File: src/hw/rtl/csel_pkg.sv
`default_nettype none

package csel_pkg;

	localparam int unsigned NUM_CELLS_DEF = 8736;
	localparam int unsigned CELL_W = 14;
	localparam int unsigned SHOWER_W = 10;
	localparam int unsigned CFG_W = 14;
	localparam int unsigned CFG_IDX_W = 3;

	localparam logic [11:0] THETA_LOW = 12'd272;
	localparam logic [11:0] THETA_HIGH = 12'd2400;
	localparam logic [13:0] LOW_ENERGY_MEV = 14'd500;

	localparam logic [13:0] ENERGY_CUT_RST = 14'd20;
	localparam logic [10:0] SHAPE_RATIO_CUT_RST = 11'd768;
	localparam logic [11:0] WIDTH_CUT_RST = 12'd96;
	localparam logic [7:0] HIT_COUNT_CUT_RST = 8'd0;
	localparam logic [3:0] DET_ID_RST = 4'd5;

	typedef enum logic [1:0] {
		REQ_CLEAR = 2'd0,
		REQ_HIT = 2'd1,
		REQ_HEADER = 2'd2,
		REQ_CELL = 2'd3
	} req_e_t;

	typedef enum logic [CFG_IDX_W-1:0] {
		CFG_ENERGY_CUT = 3'd0,
		CFG_SHAPE_RATIO_CUT = 3'd1,
		CFG_WIDTH_CUT = 3'd2,
		CFG_HIT_COUNT_CUT = 3'd3,
		CFG_DET_ID = 3'd4
	} cfg_idx_t;

	typedef enum logic [1:0] {
		BK_SWEEP,
		BK_IDLE,
		BK_READ
	} back_state_t;

	typedef struct packed {
		logic [13:0] energy_cut;
		logic [10:0] shape_ratio_cut;
		logic [11:0] width_cut;
		logic [7:0] hit_count_cut;
		logic [3:0] det_id;
	} cfg_t;

	// classified item handed from front to back
	typedef struct packed {
		req_e_t req;
		logic [CELL_W-1:0] cell_addr;
		logic cell_use;
		logic [SHOWER_W-1:0] shower_id;
		logic cuts_ok;
		logic last;
	} q_item_t;

endpackage

`default_nettype wire

File: src/hw/rtl/csel_front.sv
`default_nettype none

module csel_front
	import csel_pkg::*;
#(
	parameter int unsigned NUM_CELLS = NUM_CELLS_DEF
) (
	input wire cfg_t cfg,
	input wire logic [1:0] req_type,
	input wire logic [3:0] detector_id,
	input wire logic [13:0] cell_id,
	input wire logic [9:0] shower_id,
	input wire logic [13:0] shower_energy,
	input wire logic [11:0] polar_angle,
	input wire logic [10:0] shape_ratio,
	input wire logic [11:0] shower_width,
	input wire logic [7:0] hit_count,
	input wire logic [7:0] quality,
	input wire logic last_of_shower,
	output q_item_t item
);

	localparam logic [CELL_W:0] NUM_CELLS_W = (CELL_W+1)'(NUM_CELLS);

	logic in_range;
	logic low_energy;
	logic base_ok;
	logic low_ok;
	req_e_t req;

	assign req = req_e_t'(req_type);
	assign in_range = ({1'b0, cell_id} < NUM_CELLS_W);
	assign low_energy = (shower_energy < LOW_ENERGY_MEV);
	assign base_ok = (quality == 8'd0) && (polar_angle >= THETA_LOW)
		&& (polar_angle <= THETA_HIGH) && (shower_energy >= cfg.energy_cut);
	assign low_ok = (hit_count > cfg.hit_count_cut)
		&& (shape_ratio >= cfg.shape_ratio_cut) && (shower_width <= cfg.width_cut);

	always_comb begin
		item.req = req;
		item.cell_addr = cell_id;
		item.shower_id = shower_id;
		item.cuts_ok = base_ok && (!low_energy || low_ok);
		item.last = last_of_shower;
		case (req)
			REQ_HIT: item.cell_use = in_range && (cell_id != '0)
				&& (detector_id == cfg.det_id);
			REQ_CELL: item.cell_use = in_range;
			default: item.cell_use = 1'b0;
		endcase
	end

endmodule

`default_nettype wire

File: config.mk
export PLATFORM = sky130hd
export DESIGN_NAME = csel_front
export DESIGN_NICKNAME = d
export VERILOG_FILES = /design/src/hw/rtl/csel_pkg.sv /design/src/hw/rtl/csel_front.sv
export SDC_FILE = /design/constraint.sdc
export NUM_CORES = 1
export LEC_CHECK = 0
export BUFFER_PORTS_ARGS = -buffer_cell sky130_fd_sc_hd__buf_2
export CAP_MARGIN = 10
export CORE_MARGIN = 2
export CORE_UTILIZATION = 32
export DETAILED_ROUTE_END_ITERATION = 8
export PLACE_DENSITY = 0.89
export SYNTH_ARGS = -nofsm -noshare
export SYNTH_HDL_FRONTEND = slang
export SYNTH_SLANG_ARGS = --single-unit
File: constraint.sdc
create_clock -name vclk -period 1.4
set_input_delay 0.07 -clock vclk [all_inputs]
set_output_delay 0.07 -clock vclk [all_outputs]
set_load 0.1 [all_outputs]
Word level (Yosys, flattened, before mapping)

Index checks and enable logic that the tools add are counted.

Reduce and logical (&&, ||, !) cells: 12
Muxes and demuxes: 1
Order comparisons: 8
Equal/unequal tests: 3

Operators with widths:

| kind                   | count |
|---|---|
| $ge A14 B14 Y1         | 1 |
| $lt A14 B14 Y1 const B | 1 |
| $lt A14 B9 Y1 const B  | 1 |
| $reduce_bool A14 Y1    | 1 |
| $ge A12 B9 Y1 const B  | 1 |
| $le A12 B12 Y1         | 1 |
| $le A12 B12 Y1 const B | 1 |
| $ge A11 B11 Y1         | 1 |
| $gt A8 B8 Y1           | 1 |
| $logic_and A1 B1 Y1    | 8 |
| $logic_not A8 Y1       | 1 |
| $eq A4 B4 Y1           | 1 |
| $eq A2 B1 Y1 const B   | 1 |
| $eq A2 B2 Y1 const B   | 1 |
| $pmux W1 S2            | 1 |
| $logic_not A1 Y1       | 1 |
| $logic_or A1 B1 Y1     | 1 |

Register bits: 0
Output and inout port bits: 29

Depth between registers and ports, before layout

Gate-level depths: netlist of the first run.

Depth after elaboration: 5
Depth in mapped cells: 8
Depth with buffers taken out: 8

Least setup slack after synthesis of the first run

No wires, ideal clock.

Kind: input -> output
From: in cfg[3] (netlist name)
To: out item[12] (netlist name)
Arrival: 2.817 ns
Path buffers: 0
Path slack: -1.487 ns
Data required time: 1.330 ns
Cell stages on the path: 4
Path through: xor2_1 nor4_1 a21oi_1 a211oi_1

RTL lines:

| what            | line             | source |
|---|---|---|
| start, declared | csel_front.sv:8  | `input wire cfg_t cfg,` |
| end, declared   | csel_front.sv:20 | `output q_item_t item` |

==> flow_summary.ini, run 1 <==
[die]
die_y_um = 73.27
coreArea_um2 = 4661
rows = 25
start_util = 0.3294
ios = 174
die_area_um2 = 5368
die_x_um = 73.27

[finish]
seq_cells = 0
fin_nets = 539
final_core_util = 0.4969
area_delta_synth_final_pct = 50.86
layout_common_cells = buf_2, inv_1, ha_1
register_area_um2 = 0
drive_above_1_share = 0.5014
mostFrequentLayoutCell = buf_2
diodes = 0
clkbuf_count = 0

[worst_setup_path]
critical-path-max-stage-delay_ps = 350
worstSetupPathType = in2out
critPathLaunchType = input port
crit_path_end_kind = output port
worst-path-buf-inv = 2
path_cells = buf_2, or3_4, o311a_1, o211ai_1, nand3_1, a211oi_2, and4b_4, buf_12
required_ps = 1330
crit_slowest_cell = or3_4
crit_arrival_ps = 1730
path_max_fanout = 1
crit_family = simple AND/OR/NAND/NOR gates

[clock_network]
cts-resized-gates = 1
cts_setup_buffers = 0
holdBufCountCts = 0

[logic_synthesis]
syn_nets = 404
yosys_warnings = 0
synth_seq_area_share = 0
syn_avg_cell_area_um2 = 7.174
netlist_instances = 214
synth_cell_types = 28
netlist_area_um2 = 1535

[timing]
tightest_slew_ps = 489.1
slew_headroom = 0.6762
timing.final.crit_share = 1.289
period_needed_ps = 1804
setup_violations = 1
hold_viol = 0
worst_slack_ps = -404.1
holdWs_ps = 140.2
rsz0062_at_grt = true
drv_slew = 0
fmax_mhz = 554.3

[pwr]
p_per_area_nw_per_um2 = 327.9
leakage_nw = 1.422
total_power_w = 0.0007595
worst_ir_drop_vdd_uv = 167.5

[grt]
antenna_found_initial = 0
track_usage = 0.1567
grt_max_degree = 4
grt_pass1_wl_um = 6858
grt_overflow_total = 0
grt_pass1_vias = 1741

[min_path]
hold_depth = 0
min_from = shower_id[8]
min_to = item[10]
hold_path_class = in2out

[placed_design]
hpwl_um = 4277
io_buffers = 152
routabilityCongestion = 0.7082

[routing]
vias_per_cell = 4.748
post_drt_wl_per_cell_um = 11.31
firstDrtPassIters = 3
route.detailed.drc = 0
via_count = 1904
ant_nets = 0
routed_wl_um = 4537
first_iter_violations = 26

[status]
outcome = finished with violations
violations = setup timing

[flow_run]
drv_cap = 0
## final cells by class
class	instances	area (um^2)
fillers	452	2345
well taps	54	67.56
multi-input cells	137	1204
inverters	50	187.7
repair buffers	160	857.1
## logic make-up after synthesis
logic type	count (synthesis)	synth area share
compound gates	46	0.2029
xor+xnor	4	0.02282
simple gates	42	0.1532
buf+inv	77	0.2543
fa+ha+maj	45	0.3667
## per-stage QoR
| stage | cells | instance area (um^2) | setup slack, ps | setup TNS, ps |
|---|---|---|---|---|
| global placement | 401 | 2298 | -384.3 | -384.3 |
| floorplan | 214 | 1583 | -227.3 | -373.4 |
| CTS | 401 | 2305 | -429.4 | -429.4 |
| finish | 401 | 2316 | -404.1 | -404.1 |
| global route | 401 | 2316 | -474.2 | -474.2 |
| detailed placement | 401 | 2298 | -426.3 | -426.3 |
## how the worst max path moves through the flow
stage	start	to	slack, ps	cells past startpoint
floorplan	polar_angle[0]	item[1]	-230	6
global placement	polar_angle[0]	item[1]	-380	8
detailed placement	polar_angle[0]	item[1]	-430	8
CTS	polar_angle[0]	item[1]	-430	8
global route	polar_angle[1]	item[1]	-470	8
finish	polar_angle[1]	item[1]	-400	8
## report_power, final
part / total [W] / leakage [nW] / internal, W / switching (W)
Clock: 0 / 0 / 0 / 0
Sequential: 0 / 0 / 0 / 0
Combinational: 0.000759 / 1.42 / 0.000318 / 0.000441
## cells in the mapped netlist
cell       number  area [um^2]
a2111oi_0       2        17.52
a2111oi_4       1        27.53
a211oi_1        3        22.52
a211oi_2        1        12.51
a21o_1          5        37.54
a21oi_1        17        85.08
and4b_1         1        10.01
buf_4          27        202.7
ha_1           45        563.0
inv_1          50        187.7
nand2_1         7        26.28
nand2b_1        1        6.260
nand3_1         4        20.02
nand4_1        11        68.82
nor2_1          3        11.26
nor2_2          1        6.260
nor2b_1         2        12.51
nor3_1          5        25.02
nor4_1          5        31.28
o211ai_1        3        22.52
o21ai_0         7        35.03
o21ai_1         3        15.01
o21ai_2         1        8.760
o311a_1         1        10.01
o41ai_1         2        17.52
or3_1           1        6.260
or4_4           1        11.26
xor2_1          4        35.03
## per-layer routing
metal  up-vias  part of all wire  GRT usage
met4         0            0.0046    0.01235
met2        97              0.57     0.3544
met5         -                 0          0
met3         2             0.087    0.01783
met1       817              0.34     0.1481
li1        988                 -          -
(Power assumes the default switching activity.)
==> run 2, diff against run 1 <==
==> constraint.sdc (replaced) <==
create_clock -name vclk -period 1.4
set_input_delay 0.28 -clock vclk [all_inputs]
set_output_delay 0.28 -clock vclk [all_outputs]
set_load 0.1 [all_outputs]
==> run 2 against run 1 <==
  * The flow still finishes with violations (setup timing)
  * Combinational power increased by 9.1%
  * Hold slack improved by 420 ps
  * Critical path type unchanged
  * Critical path depth unchanged
  * Largest cell class unchanged
  * Largest power group unchanged
  * Non-clock buffer count increased by 6
  * Cell area increased by 8.5%
==> flow_summary.ini, run 2 (same netlist as run 1, synthesis figures left out) <==
[timing]
tightest_slew_ps = 487.4
timing.final.crit_share = 1.642
holdWs_ps = 560.2
hold_viol = 0
drv_slew = 0
slew_headroom = 0.6773
rsz0062_at_grt = true
fmax_mhz = 435.0
worst_slack_ps = -899.1
setup_violations = 2
period_needed_ps = 2299

[finish]
final_cell_area_um2 = 2512
register_area_um2 = 0
mostFrequentLayoutCell = buf_2
layout_common_cells = buf_2, inv_1, ha_1
multi_input_area_um2 = 1229
final_core_util = 0.5391
seq_cells = 0
area_delta_synth_final_pct = 63.65
drive_above_1_share = 0.5184
fillers = 426
fin_nets = 545
clkbuf_count = 0
diodes = 0

[die]
die_area_um2 = 5368
coreArea_um2 = 4661
start_util = 0.3294
ios = 174
rows = 25
die_x_um = 73.27
die_y_um = 73.27

[worst_setup_path]
crit_family = simple AND/OR/NAND/NOR gates
crit_slowest_cell = or3_4
worst-path-buf-inv = 2
critPathLaunchType = input port
path_max_fanout = 1
crit_arrival_ps = 2020
path_cells = buf_6, or3_4, o311a_1, o211ai_1, nand3_1, a211oi_2, and4b_4, buf_12
worstSetupPathType = in2out
crit_path_end_kind = output port
critical-path-max-stage-delay_ps = 370
required_ps = 1120
crit_start = polar_angle[0]

[min_path]
hold_path_class = in2out
min_from = shower_id[8]

[routing]
firstDrtPassIters = 2
route.detailed.drc = 0
first_iter_violations = 18
ant_nets = 0
post_drt_wl_per_cell_um = 11.83
vias_per_cell = 4.759
via_count = 1937
routed_wl_um = 4813

[grt]
grt_pass1_wl_um = 7610
antenna_found_initial = 0
grt_overflow_total = 0
grt_pass1_vias = 1916
track_usage = 0.1726
grt_max_degree = 4

[placed_design]
place_area_um2 = 2449
place_ws_ps = -943.8
hpwl_um = 4479
routabilityCongestion = 0.7386
io_buffers = 152

[clock_network]
holdBufCountCts = 0
cts_setup_buffers = 0

[status]
violations = setup timing
outcome = finished with violations

[pwr]
total_power_w = 0.0008280
p_int_w = 0.0003704
p_seq_frac = 0
p_sw_w = 0.0004577
netSwitchingFraction = 0.5527
p_clk_frac = 0
leakage_nw = 1.499
pwr-share-comb = 1.000
worst_ir_drop_vdd_uv = 164.8
p_per_area_nw_per_um2 = 329.6

[flow_run]
drv_cap = 0
## run 2: through the flow
stage | TNS, ps | std cells
4_1_cts | -1190 | 407
5_1_grt | -1234 | 407
6_report | -1125 | 407
2_1_floorplan | -1213 | 214
3_3_place_gp | -1175 | 407
3_5_place_dp | -1352 | 407
## run 2: power by group through the flow
stage	sequential [W]	combinational (W)	clock, W
after floorplan	0	0.000630	0
after global placement	0	0.000789	0
after detailed placement	0	0.000811	0
after CTS	0	0.000827	0
after global routing	0	0.000915	0
final	0	0.000828	0
## run 2: path summary, 6_finish.rpt
check,to,cells after the start
min,item[10],0
max,item[1],8
## run 2: area by class of cell
| type | count | area share |
|---|---|---|
| Tap cell | 54 | 0.02689 |
| Inverter | 50 | 0.07470 |
| Timing Repair Buffer | 166 | 0.4094 |
| Multi-Input combinational cell | 137 | 0.4890 |
## run 2: repair_timing
item | 4_1_cts | 5_1_grt
setup endpoints to repair | 2 | 2
pin swaps | 6 | 1
resized for setup | 8 | 4
## run 2: routing by layer
layer	GRT usage	share of wire	vias to the layer above
met4	0.03498	0.016	0
met5	0	0	-
li1	-	-	1003
met1	0.1605	0.35	827
met3	0.02332	0.081	8
met2	0.3804	0.55	99
