`src/hw/rtl/csel_pkg.sv`:
```
`default_nettype none

package csel_pkg;

	localparam int unsigned NUM_CELLS_DEF = 8736;
	localparam int unsigned CELL_W = 14;
	localparam int unsigned SHOWER_W = 10;
	localparam int unsigned CFG_W = 14;
	localparam int unsigned CFG_IDX_W = 3;

	localparam logic [11:0] THETA_LOW = 12'd272;
	localparam logic [11:0] THETA_HIGH = 12'd2400;
	localparam logic [13:0] LOW_ENERGY_MEV = 14'd500;

	localparam logic [13:0] ENERGY_CUT_RST = 14'd20;
	localparam logic [10:0] SHAPE_RATIO_CUT_RST = 11'd768;
	localparam logic [11:0] WIDTH_CUT_RST = 12'd96;
	localparam logic [7:0] HIT_COUNT_CUT_RST = 8'd0;
	localparam logic [3:0] DET_ID_RST = 4'd5;

	typedef enum logic [1:0] {
		REQ_CLEAR = 2'd0,
		REQ_HIT = 2'd1,
		REQ_HEADER = 2'd2,
		REQ_CELL = 2'd3
	} req_e_t;

	typedef enum logic [CFG_IDX_W-1:0] {
		CFG_ENERGY_CUT = 3'd0,
		CFG_SHAPE_RATIO_CUT = 3'd1,
		CFG_WIDTH_CUT = 3'd2,
		CFG_HIT_COUNT_CUT = 3'd3,
		CFG_DET_ID = 3'd4
	} cfg_idx_t;

	typedef enum logic [1:0] {
		BK_SWEEP,
		BK_IDLE,
		BK_READ
	} back_state_t;

	typedef struct packed {
		logic [13:0] energy_cut;
		logic [10:0] shape_ratio_cut;
		logic [11:0] width_cut;
		logic [7:0] hit_count_cut;
		logic [3:0] det_id;
	} cfg_t;

	// classified item handed from front to back
	typedef struct packed {
		req_e_t req;
		logic [CELL_W-1:0] cell_addr;
		logic cell_use;
		logic [SHOWER_W-1:0] shower_id;
		logic cuts_ok;
		logic last;
	} q_item_t;

endpackage

`default_nettype wire

```
`src/hw/rtl/csel_fifo.sv`:
```
`default_nettype none

module csel_fifo
	import csel_pkg::*;
(
	input wire logic clk,
	input wire logic arst_n,
	input wire logic push,
	input wire q_item_t push_item,
	output logic full,
	output logic pop_valid,
	input wire logic pop,
	output q_item_t pop_item
);

	q_item_t slot_q [2];
	logic wr_ptr_q;
	logic rd_ptr_q;
	logic [1:0] count_q;

	assign full = (count_q == 2'd2);
	assign pop_valid = (count_q != 2'd0);
	assign pop_item = slot_q[rd_ptr_q];

	always_ff @(posedge clk or negedge arst_n) begin
		if (!arst_n) begin
			wr_ptr_q <= 1'b0;
			rd_ptr_q <= 1'b0;
			count_q <= 2'd0;
		end else begin
			if (push) wr_ptr_q <= ~wr_ptr_q;
			if (pop) rd_ptr_q <= ~rd_ptr_q;
			if (push && !pop) count_q <= count_q + 2'd1;
			else if (pop && !push) count_q <= count_q - 2'd1;
		end
	end

	always_ff @(posedge clk) begin
		if (push) slot_q[wr_ptr_q] <= push_item;
	end

endmodule

`default_nettype wire

```
`config.mk`:
```
export PLATFORM = sky130hd
export DESIGN_NAME = csel_fifo
export DESIGN_NICKNAME = d
export VERILOG_FILES = /design/src/hw/rtl/csel_pkg.sv /design/src/hw/rtl/csel_fifo.sv
export SDC_FILE = /design/constraint.sdc
export NUM_CORES = 1
export LEC_CHECK = 0
export BUFFER_PORTS_ARGS = -buffer_cell sky130_fd_sc_hd__buf_2
export CORE_MARGIN = 5
export CORE_UTILIZATION = 55
export CTS_BUF_LIST = sky130_fd_sc_hd__clkbuf_8
export DETAILED_ROUTE_END_ITERATION = 10
export PLACE_DENSITY = 0.9
export SLEW_MARGIN = 10
export SYNTH_ARGS = -nofsm -noshare
export SYNTH_HDL_FRONTEND = slang
export SYNTH_SLANG_ARGS = --single-unit
```
`constraint.sdc`:
```
create_clock -name clk -period 5.75 [get_ports clk]
set_input_delay 0.8625 -clock clk [delete_from_list [all_inputs] [get_ports clk]]
set_output_delay 0.8625 -clock clk [all_outputs]
set_load 0.02 [all_outputs]
```
Word-level counts from Yosys, hierarchy flattened:

Memories as Yosys holds them, arrays and structs flattened.
Cells that the tools add are included.

* bitwise gates (word level): 2
* eq/ne operators: 1
* reduce and logical (&&, ||, !) cells: 6
* multiplexer cells: 4
* $add $sub $neg: 2

Operators by type and width (count)
* $mux 2: 2
* $reduce_bool 2->1: 2
* $add 2x1->2 const B: 1
* $eq 2x2->1 const B: 1
* $logic_and 1x1->1: 2
* $logic_not 1->1: 2
* $mux 1: 2
* $not 1->1: 2
* $sub 2x1->2 const B: 1

* bits of input ports: 33
* memory bits (writable): 58
* word-level logic and storage cells: 19
* output and inout bits: 31
* register bits after elaboration: 4
* memories kept: 1

Memories
* slot_q: words 2, width 29, rd ports 1, clocked after Yosys merged registers in 0, write ports 1, RTL line csel_fifo.sv:16 `q_item_t slot_q [2];`

Depth between registers and ports, before layout:

Gate-level depths: netlist of run 1.

* depth in word-level cells: 4
* depth in mapped cells: 5

Least setup slack after synthesis of run 1:

OpenSTA, ideal clock, no wires.

* kind: input-to-reg
* from: input port push
* to: memory slot_q[0][0] (netlist bit), enable pin
* setup time: 0.418 ns
* path buffers: 0
* arrival: 2.182 ns
* stages: 1
* data required time: 5.332 ns
* slack: 3.150 ns
* cell sequence: nor2b_1

* longest elaborated chain between the ends: 2

Ends and longest elaborated chain
* from (decl): RTL line csel_fifo.sv:8 `input wire logic push,`
* $mux 1: RTL line csel_fifo.sv:39 `if (push) slot_q[wr_ptr_q] <= push_item;`
* $mux 1 (implied by the code): RTL line csel_fifo.sv:39
* to (decl): RTL line csel_fifo.sv:16

Every way passes these cells.

==> qor.yml, run 1 <==
post_cts_buffers: 0
swShare_pct: 30.6
internal-power_uw: 1030
routed_wl_um: 3820
wl_met3_um: 288
slew_violations: 0
worst_slack_ns: 3.08
drt_first_pass_iters: 6
setup_viol: 0
preCtsSetupSlack_ns: 3.40
required_ns: 4.89
nets: 213
relSlewSlack_pct: 39.0
nFillCells: 266
antenna_found_initial: 0
cts_buffer_depth: 2
cts_tree: "done"
netlist.area_leader.share_pct: 72.6
rsz0062_at_grt: "no"
synth-seq-cells: 62
wl_met1_um: 1360
path_max_fanout: 30
io_pins: 64
startpoint_type: "flop"
yosysWarnings: 0
root_buffer: "clkbuf_8"
layout_common_cells: "buf_2, edfxtp_1, mux2_4"
crit_type: "flop to primary output"
status: "finished clean"
die_x_um: 76.1
cap_violations: 0
drc_errors: 0
io_buffers: 63
wl_per_cell_um: 16.3
mostFrequentLayoutCell: "buf_2"
syn_inst: 106
grt_pass1_wl_um: 6350
grt_pass1_vias: 1355
synth_top_cell_by_area: "edfxtp_1"
timing.fmax_mhz: 374
top_layer_used: "met4"
die_y_um: 76.1
worstSetupEndpointType: "primary output"
p_per_area_nw_per_um2: 507
coreArea_um2: 4290
cts_buffers: 9
syn_nets: 140
worstMarginPinSlew_ns: 0.915
vias: 1175
ys_top_cells_by_area: "edfxtp_1, mux2_4, dfrtp_1"
layout-drive-gt1-share_pct: 58.8
ctsHoldBuffers: 0
place.gp.congestion: 0.670
via_per_inst: 5.02
ctsResizeCount: 0
p_comb_share_pct: 31.7
clk_latency_ns: 0.31
syn_area_per_cell_um2: 22.6
min_period_over_period_pct: 46.5
ys_types: 12
pwr-share-clk_pct: 21.8
area_growth_pct: 22.3
synth_area_um2: 2400
grt_use_total_pct: 14.4
ant_nets: 0
final.setup.tns_ns: 0
crit_arrival_ns: 1.81
grt-ovfl-total: 0
finalClockSkew_ns: 0.00426
drtIter0Drc: 46
placementRows: 24
antenna_cells: 0
power.leakage_uw: 0.00122
final.min_clock_period_ns: 2.67
ir_worst_vdd_v: 0.000290
synth_seq_area_share_pct: 76.7
hp-class: "input port to asynchronous set/reset pin"
p_seq_share_pct: 46.5
wl_met2_um: 2160
path_clk_slew_ns: 0.06
hold_violations: 0
power_switching_uw: 456
grt_start_max_net_pins: 31
initial_core_util_pct: 55.9
fp.dieArea_um2: 5780
hpwl_um: 2690
ctsHtreeMaxLevel: 3
clkSinkCount: 62
==> flip-flops by register name, indices dropped and copies added, names as in the netlist <==
name	flops
slot_q	58
count_q	2
rd_ptr_q	1
wr_ptr_q	1
==> worst paths after layout <==
kind	slack (ns)	cells after the start	endpoint	start
min in group clk	0.49	1	count_q[1]	count_q[1]
max reg2reg	4.07	2	slot_q[0][19]	wr_ptr_q
max in group asynchronous	5.27	1	rd_ptr_q	arst_n
min	0.34	1	wr_ptr_q	arst_n
max	3.08	2	pop_item[16]	rd_ptr_q
min reg2reg	0.49	1	count_q[1]	count_q[1]
==> stage by stage <==
step	utilization [%]	hold WS, ns	area, µm²	total power [µW]	std cells
6_report	68.3	0.342	2930	1490	234
5_1_grt	68.3	0.319	2930	1570	234
4_1_cts	68.3	0.326	2930	1510	234
3_5_place_dp	64.4	0.480	2770	1180	220
3_3_place_gp	64.4	0.462	2770	1160	220
2_1_floorplan	-	0.447	2400	1050	106
==> logic make-up after synthesis <==
kind of cell / Yosys count / synth area share, %
xor gates and xnor gates: 5 / 1.82
and+or+nand+nor: 5 / 1.20
adders and majority gates: 1 / 0.521
muxes: 29 / 18.1
DFF: 62 / 76.7
buffers and inverters: 4 / 1.56
==> area by class of cell <==
cell class,count,area (µm²),area share (%)
sequential,62,1840,62.8
multi-input combinational,40,523,17.8
timing repair buffer,65,330,11.3
clock buffer,9,124,4.22
tap,52,65.1,2.22
clock inverter,5,45.0,1.54
inverter,1,3.75,0.128
==> power groups by stage <==
stage / combinational (µW) / sequential, µW / clock, µW
final: 472 / 692 / 325
after global routing: 502 / 704 / 359
after CTS: 480 / 693 / 335
after detailed placement: 478 / 700 / 0
after global placement: 470 / 691 / 0
after floorplan: 410 / 639 / 0
==> synthesized netlist by cell type <==
cell type and number:
edfxtp_1 58, mux2_4 29, dfrtp_1 4, xor2_1 4, buf_6 3, nor2b_1 2
and2_1 1, ha_1 1, inv_1 1, nor2_1 1, or2_2 1, xnor2_1 1
==> worst max-delay path: stages, from the launching register on <==
cell     delay (ns)
dfrtp_2        0.97
mux2_4         0.36
buf_2          0.16
==> per-layer routing <==
| layer | track usage, % | vias to the layer above |
|---|---|---|
| li1 | - | 554 |
| met1 | 15.0 | 579 |
| met2 | 24.4 | 40 |
| met3 | 7.33 | 2 |
| met4 | 5.77 | 0 |
| met5 | 0 | - |
(Power assumes the default switching activity.)
==> run 2, diff against run 1 <==
--- a/config.mk
+++ b/config.mk
@@ -7,10 +7,10 @@
 export LEC_CHECK = 0
 export BUFFER_PORTS_ARGS = -buffer_cell sky130_fd_sc_hd__buf_2
 export CORE_MARGIN = 5
-export CORE_UTILIZATION = 55
+export CORE_UTILIZATION = 49
 export CTS_BUF_LIST = sky130_fd_sc_hd__clkbuf_8
 export DETAILED_ROUTE_END_ITERATION = 10
-export PLACE_DENSITY = 0.9
+export PLACE_DENSITY = 0.85
 export SLEW_MARGIN = 10
 export SYNTH_ARGS = -nofsm -noshare
 export SYNTH_HDL_FRONTEND = slang
==> constraint.sdc (replaced) <==
create_clock -name clk -period 2.26 [get_ports clk]
set_input_delay 0.339 -clock clk [delete_from_list [all_inputs] [get_ports clk]]
set_output_delay 0.339 -clock clk [all_outputs]
set_load 0.02 [all_outputs]
==> run 2 against run 1 <==
Net effect: first-iteration DRC count rose by 46%; sequential share of layout area down 0.92 points; clock-buffer cell count stayed put; critical endpoint is now pop_item[19]; design area increased by 1.5%; utilization is 5.7 points lower; critical path depth is 1 higher; largest cell class unchanged; highest routed layer unchanged; non-clock buffer count up 3; via count is 0.51% higher; final cell count increased by 7.7%; combinational power grew to 2.9 times the previous value.
==> qor.yml, run 2 (synthesis results as in run 1) <==
cts_buffer_depth: 2
place.gp.congestion: 0.706
antenna_cells: 0
largest_register_ffs: 58
regMostFlops: "slot_q"
nFillCells: 362
preCtsSetupSlack_ns: 0.607
min_period_over_period_pct: 87.8
vias: 1181
layout-drive-gt1-share_pct: 58.9
ant_nets: 0
drt_first_pass_iters: 4
cts_buffers: 9
initial_core_util_pct: 50.5
antenna_found_initial: 0
ir_worst_vdd_v: 0.000795
reg_top3: "slot_q (58), count_q (2)"
crit_type: "flop to primary output"
root_buffer: "clkbuf_8"
wl_per_cell_um: 16.0
final_util_pct: 62.6
required_ns: 1.92
cts_tree: "done"
rsz0062_at_grt: "no"
worstSetupEndpointType: "primary output"
io_buffers: 63
grt-ovfl-total: 0
die_x_um: 80.0
mostFrequentLayoutCell: "buf_2"
finalClockSkew_ns: 0.00885
cap_violations: 0
via_per_inst: 4.69
die_y_um: 80.0
status: "finished clean"
drtIter0Drc: 67
wl_met2_um: 2210
coreArea_um2: 4750
grt_pass1_vias: 1324
placed_area_um2: 2820
hp-class: "input port to flop"
final_cell_area_um2: 2980
final.setup.tns_ns: 0
top_layer_used: "met4"
final.min_clock_period_ns: 1.98
area_growth_pct: 24.1
ctsHtreeMaxLevel: 3
relSlewSlack_pct: 63.3
crit_arrival_ns: 1.65
nets: 216
drc_errors: 0
wl_met1_um: 1490
worstMarginPinSlew_ns: 0.550
path_max_fanout: 20
p_per_area_nw_per_um2: 1260
grt_use_total_pct: 13.7
timing.fmax_mhz: 504
grt_start_max_net_pins: 21
hold_violations: 0
power.leakage_uw: 0.00123
ctsResizeCount: 0
layout_common_cells: "buf_2, edfxtp_1, mux2_4"
hpwl_um: 2920
max_stage_delay_ns: 0.59
grt_pass1_wl_um: 6270
holdWs_ns: 0.197
io_pins: 64
crit_chain: "buf_12, mux2_4, buf_2"
fp.dieArea_um2: 6400
clk_latency_ns: 0.33
routed_wl_um: 4030
cp_slowest_cell: "dfrtp_2"
setup_viol: 0
clkSinkCount: 62
slew_violations: 0
startpoint_type: "flop"
placementRows: 25
wl_met3_um: 204
worst_slack_ns: 0.275
path_clk_slew_ns: 0.06
-- run 2: cell types whose count changed in the layout (fill, tap and decap cells not counted), sizes merged --
cell | before | now
buf | 65 | 67
dlygate4sd3 | 0 | 1
bufinv | 1 | 0
clkinv | 2 | 4
inv | 3 | 2
-- run 2: power breakdown --
part | leakage, µW | switching, µW | internal (µW)
sequential | 0.000590 | 135 | 1530
clock | 0.0000786 | 360 | 367
combinational | 0.000565 | 696 | 650
total | 0.00123 | 1190 | 2550
-- run 2: timing repair --
| item | 4_1_cts | 5_1_grt |
|---|---|---|
| hold buffers | 1 | 0 |
| endpoints found under the hold margin | 4 | 0 |
| setup buffers | 0 | 0 |
-- run 2: worst max-delay path, delay by kind of cell, from the launching register on --
| kind | cells | cell delay [ns] |
|---|---|---|
| DFF | 1 | 0.59 |
| buffers and inverters | 2 | 0.41 |
| muxes | 1 | 0.32 |
-- run 2: layout make-up --
cell class                      count  area (µm²)  share of cell area (%)
Clock buffer                        9         124                    4.16
Clock inverter                      5        20.0                   0.672
Inverter                            1        3.75                   0.126
Multi-Input combinational cell     40         523                    17.6
Sequential cell                    62        1840                    61.9
Tap cell                           67        83.8                    2.82
Timing Repair Buffer               68         380                    12.8
-- run 2: metrics by stage --
step                      instances  total power, µW
after detailed placement        237             3060
after global routing            252             3910
after global placement          237             3010
after CTS                       252             3790
after floorplan                 106             2670
final                           252             3740
-- run 2: per-layer routing --
| layer | vias to the layer above | global-route usage, % |
|---|---|---|
| met2 | 38 | 23.0 |
| met4 | 0 | 10.1 |
| li1 | 560 | - |
| met3 | 11 | 3.05 |
| met5 | - | 0 |
| met1 | 572 | 15.0 |
-- run 2: final timing paths --
| path | from | endpoint | slack, ns | cells after the start |
|---|---|---|---|---|
| min in group asynchronous | arst_n | wr_ptr_q | 0.36 | 2 |
| min | push_item[7] | slot_q[1][7] | 0.20 | 1 |
| min reg2reg | count_q[1] | count_q[1] | 0.48 | 1 |
| max in group asynchronous | arst_n | rd_ptr_q | 1.77 | 2 |
| max | rd_ptr_q | pop_item[19] | 0.28 | 3 |
| max reg2reg | wr_ptr_q | slot_q[1][19] | 0.83 | 2 |
==> run 3, diff against run 2 <==
--- a/config.mk
+++ b/config.mk
@@ -6,11 +6,13 @@
 export NUM_CORES = 1
 export LEC_CHECK = 0
 export BUFFER_PORTS_ARGS = -buffer_cell sky130_fd_sc_hd__buf_2
+export CAP_MARGIN = 40
 export CORE_MARGIN = 5
 export CORE_UTILIZATION = 49
 export CTS_BUF_LIST = sky130_fd_sc_hd__clkbuf_8
 export DETAILED_ROUTE_END_ITERATION = 10
 export PLACE_DENSITY = 0.85
+export SETUP_SLACK_MARGIN = 0.4
 export SLEW_MARGIN = 10
 export SYNTH_ARGS = -nofsm -noshare
 export SYNTH_HDL_FRONTEND = slang
==> run 3 against run 2 <==
Net effect: register-to-register slack better by 0.15 ns; design area up 1.8%; sequential power about the same; die area unchanged; total power up 3.2%; via count up 0.34%; utilization up 1.1 points; clock-buffer cell count unchanged; critical path type unchanged; largest cell class unchanged.
==> qor.yml, run 3 (synthesis results as in run 1) <==
grt_pass1_wl_um: 6510
wl_per_cell_um: 16.4
reg2reg_slack_ns: 0.98
finalClockSkew_ns: 0.00402
wl_met2_um: 2210
hp-class: "input port to flop"
root_buffer: "clkbuf_8"
ctsHtreeMaxLevel: 3
seqCellArea_um2: 1840
initial_core_util_pct: 50.5
cts_tree: "done"
drc_errors: 0
hold_start: "push_item[5]"
via_per_inst: 4.65
nets: 217
min_to: "slot_q[0][5]"
die_x_um: 80.0
setup_viol: 0
mostFrequentLayoutCell: "buf_2"
placementRows: 25
grt_start_max_net_pins: 27
rsz0062_at_grt: "no"
ir_worst_vdd_v: 0.000774
path_clk_slew_ns: 0.06
final.min_clock_period_ns: 1.78
clk_latency_ns: 0.33
crit_type: "flop to primary output"
whs_path_depth: 1
fp.dieArea_um2: 6400
coreArea_um2: 4750
nFillCells: 368
r2r-start: "wr_ptr_q"
timing.fmax_mhz: 561
max_stage_delay_ns: 0.45
p_seq_share_pct: 42.5
power.leakage_uw: 0.00126
cap_violations: 0
cp_slowest_cell: "dfrtp_2"
crit_arrival_ns: 1.44
cts_buffers: 9
top_layer_used: "met4"
pwr-share-clk_pct: 19.7
antenna_found_initial: 0
swShare_pct: 32.0
layout-drive-gt1-share_pct: 60.1
ant_nets: 0
grt-ovfl-total: 0
required_ns: 1.92
hold_violations: 0
startpoint_type: "flop"
status: "finished clean"
vias: 1185
layout_common_cells: "buf_2, edfxtp_1, mux2_4"
final.setup.tns_ns: 0
clkSinkCount: 62
multi_input_area_um2: 523
finalPower_uw: 3860
drt_first_pass_iters: 4
grt_pass1_vias: 1368
place.gp.congestion: 0.634
path_max_fanout: 13
reg2reg_depth: 2
reg_top3: "slot_q (58), count_q (2)"
drtIter0Drc: 41
p_per_area_nw_per_um2: 1270
hpwl_um: 2910
crit_chain: "buf_12, mux2_4, buf_2"
regMostFlops: "slot_q"
grt_use_total_pct: 14.5
die_y_um: 80.0
wl_met1_um: 1610
worstSetupEndpointType: "primary output"
internal-power_uw: 2630
largest_register_ffs: 58
cts_buffer_depth: 2
power_switching_uw: 1230
relSlewSlack_pct: 76.8
p_comb_share_pct: 37.8
worstMarginPinSlew_ns: 0.348
io_pins: 64
slew_violations: 0
antenna_cells: 0
min_period_over_period_pct: 78.9
area_growth_pct: 26.3
reg2reg_to: "slot_q[1][6]"
routed_wl_um: 4180
io_buffers: 63
wl_met3_um: 277
run 3: power groups by stage:
stage / combinational [µW] / clock [µW] / sequential, µW
2_1_floorplan: 1040 / 0 / 1620
3_3_place_gp: 1370 / 0 / 1640
3_5_place_dp: 1400 / 0 / 1670
4_1_cts: 1490 / 798 / 1640
5_1_grt: 1540 / 851 / 1660
6_report: 1460 / 761 / 1640
run 3: cell type report:
class | count | share of cell area [%]
clock buffers | 9 | 4.09
multi-input cells | 40 | 17.3
clock inverters | 7 | 1.11
inverters | 1 | 0.124
repair buffers | 69 | 13.9
well taps | 67 | 2.77
flip-flops and latches | 62 | 60.8
run 3: how the worst max path moves through the flow:
| stage | from | end | slack [ns] | depth (start not counted) |
|---|---|---|---|---|
| final | rd_ptr_q | pop_item[18] | 0.48 | 3 |
| after global routing | rd_ptr_q | pop_item[18] | 0.41 | 3 |
| after floorplan | wr_ptr_q | slot_q[0][0] | 0.68 | 1 |
| after global placement | rd_ptr_q | pop_item[18] | 0.76 | 3 |
| after CTS | rd_ptr_q | pop_item[18] | 0.44 | 3 |
| after detailed placement | rd_ptr_q | pop_item[7] | 0.73 | 3 |
run 3: critical path: cells and delay by family (launching register included):
family / cells / cell delay [ns]
buf+inv: 2 / 0.35
mux: 1 / 0.31
flops: 1 / 0.45
run 3: what timing repair did:
action | in CTS | in global routing
gates resized for setup | 1 | 0
endpoints found under the hold margin | 4 | 0
buffers inserted | 1 | 0
endpoints found under the setup margin | 26 | 0
hold buffers | 1 | 0
run 3: metal layers:
| metal | vias up | track usage (%) |
|---|---|---|
| met4 | 0 | 7.09 |
| met1 | 567 | 15.1 |
| li1 | 570 | - |
| met3 | 6 | 6.43 |
| met2 | 42 | 24.8 |
| met5 | - | 0 |
run 3: through the flow:
step | cell area (µm²) | setup slack, ns | hold WS (ns) | util [%] | cells
floorplan | 2400 | 0.676 | 0.0434 | - | 106
global placement | 2830 | 0.758 | 0.149 | 59.5 | 236
detailed placement | 2830 | 0.734 | 0.152 | 59.5 | 236
CTS | 3030 | 0.444 | 0.172 | 63.8 | 255
global route | 3030 | 0.412 | 0.170 | 63.8 | 255
finish | 3030 | 0.476 | 0.198 | 63.8 | 255
